--- config.mk ---
export PLATFORM = sky130hd
export DESIGN_NAME = tun_fifo
export DESIGN_NICKNAME = d
export VERILOG_FILES = /design/src/hw/rtl/tun_pkg.sv /design/src/hw/rtl/tun_fifo.sv
export SDC_FILE = /design/constraint.sdc
export NUM_CORES = 1
export LEC_CHECK = 0
export ABC_AREA = 1
export ABC_CLOCK_PERIOD_IN_PS = 9200
export BUFFER_PORTS_ARGS = -buffer_cell sky130_fd_sc_hd__buf_4
export CORE_ASPECT_RATIO = 0.75
export CORE_MARGIN = 4
export CORE_UTILIZATION = 52
export DETAILED_ROUTE_END_ITERATION = 6
export PLACE_DENSITY = 0.78
export SLEW_MARGIN = 20
export SYNTH_ARGS = -nofsm -noshare
export SYNTH_HDL_FRONTEND = slang
export SYNTH_SLANG_ARGS = --single-unit
--- constraint.sdc ---
create_clock -name clk_i -period 9.2 [get_ports clk_i]
set_input_delay 1.38 -clock clk_i [delete_from_list [all_inputs] [get_ports clk_i]]
set_output_delay 1.38 -clock clk_i [all_outputs]
set_load 0.005 [all_outputs]
--- src/hw/rtl/tun_pkg.sv ---
// ----------------------------------------------------------------------------
// tun_pkg: shared types and constants of the triangle unit normal block
// Coordinate widths, internal word sizes and the beat structs used between
// the front pipeline, the queue and the back pipeline.
// ----------------------------------------------------------------------------
package tun_pkg;

  localparam int COORD_BITS     = 16;
  localparam int NORM_FRAC_BITS = 14;

  localparam int EDGE_W = COORD_BITS + 1;       // edge vector component
  localparam int PROD_W = 2 * EDGE_W;           // signed partial cross term
  localparam int MAG_W  = 2 * COORD_BITS + 1;   // |n_i|
  localparam int LO_W   = (MAG_W + 1) / 2;      // low half of |n_i|
  localparam int HI_W   = MAG_W - LO_W;         // high half of |n_i|
  localparam int SQ_W   = 2 * MAG_W;            // n_i^2
  localparam int SUM_W  = SQ_W + 2;             // sum of three squares
  localparam int ROOT_W = SUM_W / 2;            // floor(sqrt(S))
  localparam int REM_W  = ROOT_W + 1;           // root and divider remainder
  localparam int QUO_W  = NORM_FRAC_BITS + 1;   // quotient magnitude
  localparam int OUT_W  = NORM_FRAC_BITS + 2;   // signed output component

  typedef struct packed {
    logic signed [COORD_BITS-1:0] ax;
    logic signed [COORD_BITS-1:0] ay;
    logic signed [COORD_BITS-1:0] az;
    logic signed [COORD_BITS-1:0] bx;
    logic signed [COORD_BITS-1:0] by;
    logic signed [COORD_BITS-1:0] bz;
    logic signed [COORD_BITS-1:0] cx;
    logic signed [COORD_BITS-1:0] cy;
    logic signed [COORD_BITS-1:0] cz;
  } tun_in_t;

  typedef struct packed {
    logic signed [OUT_W-1:0] unit_x;
    logic signed [OUT_W-1:0] unit_y;
    logic signed [OUT_W-1:0] unit_z;
    logic                    degenerate;
  } tun_out_t;

  // classified normal: sign and magnitude per axis, square sum, degenerate flag
  typedef struct packed {
    logic                  degen;
    logic [2:0]            neg;
    logic [2:0][MAG_W-1:0] mag;
    logic [SUM_W-1:0]      sum;
  } tun_vec_t;

endpackage

--- src/hw/rtl/tun_fifo.sv ---
// ----------------------------------------------------------------------------
// tun_fifo: two-entry queue between front and back
// Decouples the classify pipeline from the root and divide pipeline.
// ----------------------------------------------------------------------------
module tun_fifo (
  input  logic              clk_i,
  input  logic              rst_ni,
  input  logic              push_i,
  input  tun_pkg::tun_vec_t wdata_i,
  input  logic              pop_i,
  output logic              full_o,
  output logic              empty_o,
  output tun_pkg::tun_vec_t rdata_o
);
  import tun_pkg::*;

  tun_vec_t   mem_q [2];
  logic       wr_q, rd_q;
  logic [1:0] cnt_q;
  logic       do_pop;

  assign full_o  = (cnt_q == 2'd2);
  assign empty_o = (cnt_q == 2'd0);
  assign rdata_o = mem_q[rd_q];
  assign do_pop  = pop_i && !empty_o;

  always_ff @(posedge clk_i or negedge rst_ni) begin
    if (!rst_ni) begin
      wr_q  <= 1'b0;
      rd_q  <= 1'b0;
      cnt_q <= 2'd0;
    end else begin
      if (push_i) wr_q <= !wr_q;
      if (do_pop) rd_q <= !rd_q;
      cnt_q <= cnt_q + 2'(push_i) - 2'(do_pop);
    end
  end

  always_ff @(posedge clk_i) begin
    if (push_i) mem_q[wr_q] <= wdata_i;
  end

endmodule

==> results.txt <==
----------------------------------------------------
[Cells and area]
  Most common cell after layout, fill and taps aside ... sky130_fd_sc_hd__nand2_1
  Fill cells ... 1,608
  Area growth from synthesis to final layout ... 31.2%
  Antenna cell count ... 0
  Commonest cells after routing, fill and taps aside ... sky130_fd_sc_hd__nand2_1, sky130_fd_sc_hd__buf_4, sky130_fd_sc_hd__edfxtp_1
  Post-route cell area ... 0.0166 mm²
  Ratio of cells with drive above 1 in the final layout ... 30.8%
  Number of nets in the final layout ... 1,452

[Route]
  Detailed-router iteration count before antenna repair ... 5
  WL met3 ... 2.84 mm
  Post-detailed-routing wire length ... 29.5 mm
  DRT antenna net count ... 0
  Top routing layer used ... met4
  Violation count after the first detailed-routing iteration ... 433
  DRC violations left ... 0
  Avg WL per Cell ... 18.4 µm
  Detailed route wirelength on metal2 ... 14.8 mm
  Via count ... 8,063
  Via-to-Cell Ratio ... 5.03
  Routed met1 length ... 11.2 mm

[STA]
  Slew at the pin with the worst max-slew slack ... 1.08 ns
  Setup-failing EPs final ... 0
  Setup repair after global routing missed its margin ... no
  Shortest period the worst path allows ... 4.64 ns
  Fin. max-slew vios ... 0
  Final clock skew ... 0.0150 ns
  Worst max-slew margin expressed relative to the limit ... 27.8%
  Maximum clock frequency ... 215 MHz
  Final critical-path share of the clock period ... 50.5%
  Accumulated negative setup slack ... 0 ns
  Hold Violations, Final ... 0

[Synthesis]
  Area share of the largest cell type after synthesis ... 81.4%
  Fraction of the mapped netlist area in compound gates ... 0%
  XOR/XNOR Fraction of Synth Area ... 0.0694%
  Post-synth net total ... 1,100
  Combinational family with the most area after synthesis ... simple AND/OR/NAND/NOR gates
  Post-synthesis simple-gate area fraction ... 15.7%
  Summed instance area of the synthesized netlist ... 0.0126 mm²
  Average cell area after synthesis ... 13.7 µm²
  Largest cells by area after synthesis ... sky130_fd_sc_hd__edfxtp_1, sky130_fd_sc_hd__nand2_1, sky130_fd_sc_hd__dfrtp_1, sky130_fd_sc_hd__buf_2, sky130_fd_sc_hd__buf_4
  Cell taking the most area after synthesis ... sky130_fd_sc_hd__edfxtp_1
  Total of flip-flops plus latches after synthesis ... 346
  Synth cell types ... 12
  Synthesized instance count ... 923
  Total of warnings raised by yosys ... 0
  Share of cell area taken by muxes after synthesis ... 0%
  Arithmetic-cell share of the synthesized area counting full adders, half adders and majority gates ... 0.198%
  Sequential cell area fraction in the yosys report ... 82.2%

[Worst setup path]
  Reg2reg path depth ... 5
  Critical Path Sink Type ... output pin
  Arrival time of data at the critical path endpoint ... 3.26 ns
  Nature of the critical path startpoint ... flip-flop
  Kind of critical path ... flip-flop to output pin
  Highest net fanout along the worst path ... 93
  Data required time of the worst path ... 7.82 ns

[Clock network]
  Max clock buf depth ... 3
  Number of clock sinks ... 346
  Setup bufs post-CTS ... 0
  Clk Latency, worst-skew pair ... 0.49 ns
  Post-CTS Hold Fix Bufs ... 0
  TritonCTS clock tree ... yes
  Cts repair resizes ... 0
  Clock slew seen by the registers of the worst setup and hold paths ... 0.06 ns
  CTS HTree Levels ... 2
  Clock root buffer master ... sky130_fd_sc_hd__clkbuf_16
  Num CTS Buffers ... 34

[Floorplanning]
  Boundary Pins ... 348
  Starting utilization of the core area ... 52.8%
  Die Span Y ... 143 µm
  Die Wd ... 188 µm
  Die outline area ... 0.0268 mm²
  Core region area ... 0.0239 mm²
  Cell row count ... 49

[Global routing]
  Overall fraction of global-route tracks in use ... 21.3%
  Number of global-route vias before repair ... 8,084
  Largest net degree at the start of global routing ... 100
  Initial antenna violation count ... 0
  Global-route wire length before repair ... 44.3 mm
  Overall overflow remaining after global route ... 0

[Flow run]
  Max-cap viol count ... 0

[Min path]
  Hold crit path type ... flip-flop to flip-flop
  Count of cells along the worst hold path ... 1

[Placement]
  Placed Instance Area ... 0.0155 mm²
  PortBufs ... 347
  Final weighted congestion of routability-driven global placement ... 0.780
  HPWL Detailed ... 19.5 mm

[Power and ir drop]
  Total power after layout ... 5130 µW
  Power density cells ... 310 mW/mm²
  Leakage power figure ... 0.00710 µW
  Worst IR drop on VDD ... 0.258 mV

[Run status]
  Status ... finished, final reports clean

----------------------------------------------------
-- per-layer routing --
layer  up-vias  global-route usage [%]
met3        47                    7.28
li1       3813                       -
met4         0                    5.37
met1      3861                    26.2
met5         -                       0
met2       342                    37.0
-- worst max-delay path, stage by stage (launching register included) --
cell	delay, ns
sky130_fd_sc_hd__dfrtp_4	0.81
sky130_fd_sc_hd__inv_4	0.69
sky130_fd_sc_hd__buf_4	0.53
sky130_fd_sc_hd__buf_16	0.31
sky130_fd_sc_hd__nand2_1	0.09
sky130_fd_sc_hd__nand2_1	0.11
sky130_fd_sc_hd__buf_4	0.14
-- path summary, 6_finish.rpt --
| path | start | end | slack, ns |
|---|---|---|---|
| setup / recovery | rd_q | rdata_o[134] | 4.56 |
| hold / removal | wr_q | wr_q | 0.54 |
| setup reg to reg | rd_q | rd_q | 6.48 |
| hold reg to reg | wr_q | wr_q | 0.54 |
| max in group asynchronous | rst_ni | rd_q | 8.38 |
| min in group asynchronous | rst_ni | rd_q | 0.69 |
-- flip-flops by register name, summed over array words and instances, names as in the netlist --
| name | cells |
|---|---|
| rd_q | 1 |
| cnt_q | 2 |
| wr_q | 1 |
| mem_q | 342 |
-- layout make-up --
type | instances | area [µm²] | area share [%]
clock buffers | 43 | 906 | 5.47
clock inverters | 16 | 158 | 0.952
inverters | 10 | 45.0 | 0.272
multi-input cells | 530 | 2020 | 12.2
flip-flops and latches | 346 | 10400 | 62.6
well taps | 306 | 383 | 2.31
repair buffers | 353 | 2670 | 16.1
-- cells in the mapped netlist --
library cell and count:
sky130_fd_sc_hd__buf_4 9, sky130_fd_sc_hd__nand3_1 2, sky130_fd_sc_hd__nor2_1 2, sky130_fd_sc_hd__dfrtp_1 4, sky130_fd_sc_hd__ha_1 2, sky130_fd_sc_hd__inv_1 9
sky130_fd_sc_hd__xor2_1 1, sky130_fd_sc_hd__inv_2 1, sky130_fd_sc_hd__buf_2 19, sky130_fd_sc_hd__edfxtp_1 342, sky130_fd_sc_hd__clkbuf_1 9, sky130_fd_sc_hd__nand2_1 523
-- power breakdown --
part	total [µW]	internal, µW	switching, µW
logic	1570	686	884
registers	2230	2100	135
clock network	1330	782	547
-- metrics by stage --
| step | util (%) | hold WS [ns] | cells | setup WS, ns |
|---|---|---|---|---|
| floorplan | - | 0.481 | 923 | 2.91 |
| global placement | 64.7 | 0.527 | 1544 | 4.80 |
| detailed placement | 64.8 | 0.536 | 1545 | 5.01 |
| CTS | 69.2 | 0.546 | 1604 | 4.48 |
| global route | 69.3 | 0.590 | 1604 | 4.29 |
| finish | 69.3 | 0.544 | 1604 | 4.56 |
-- cell families (layout without fill, tap and decap cells) --
| group | after synthesis | count (layout) |
|---|---|---|
| flip-flops | 346 | 346 |
| adder cells (fa/ha/maj) | 2 | 2 |
| XOR/XNOR | 1 | 1 |
| buffers and inverters | 47 | 422 |
| AND/OR/NAND/NOR | 527 | 527 |
(Power assumes the default switching activity.)
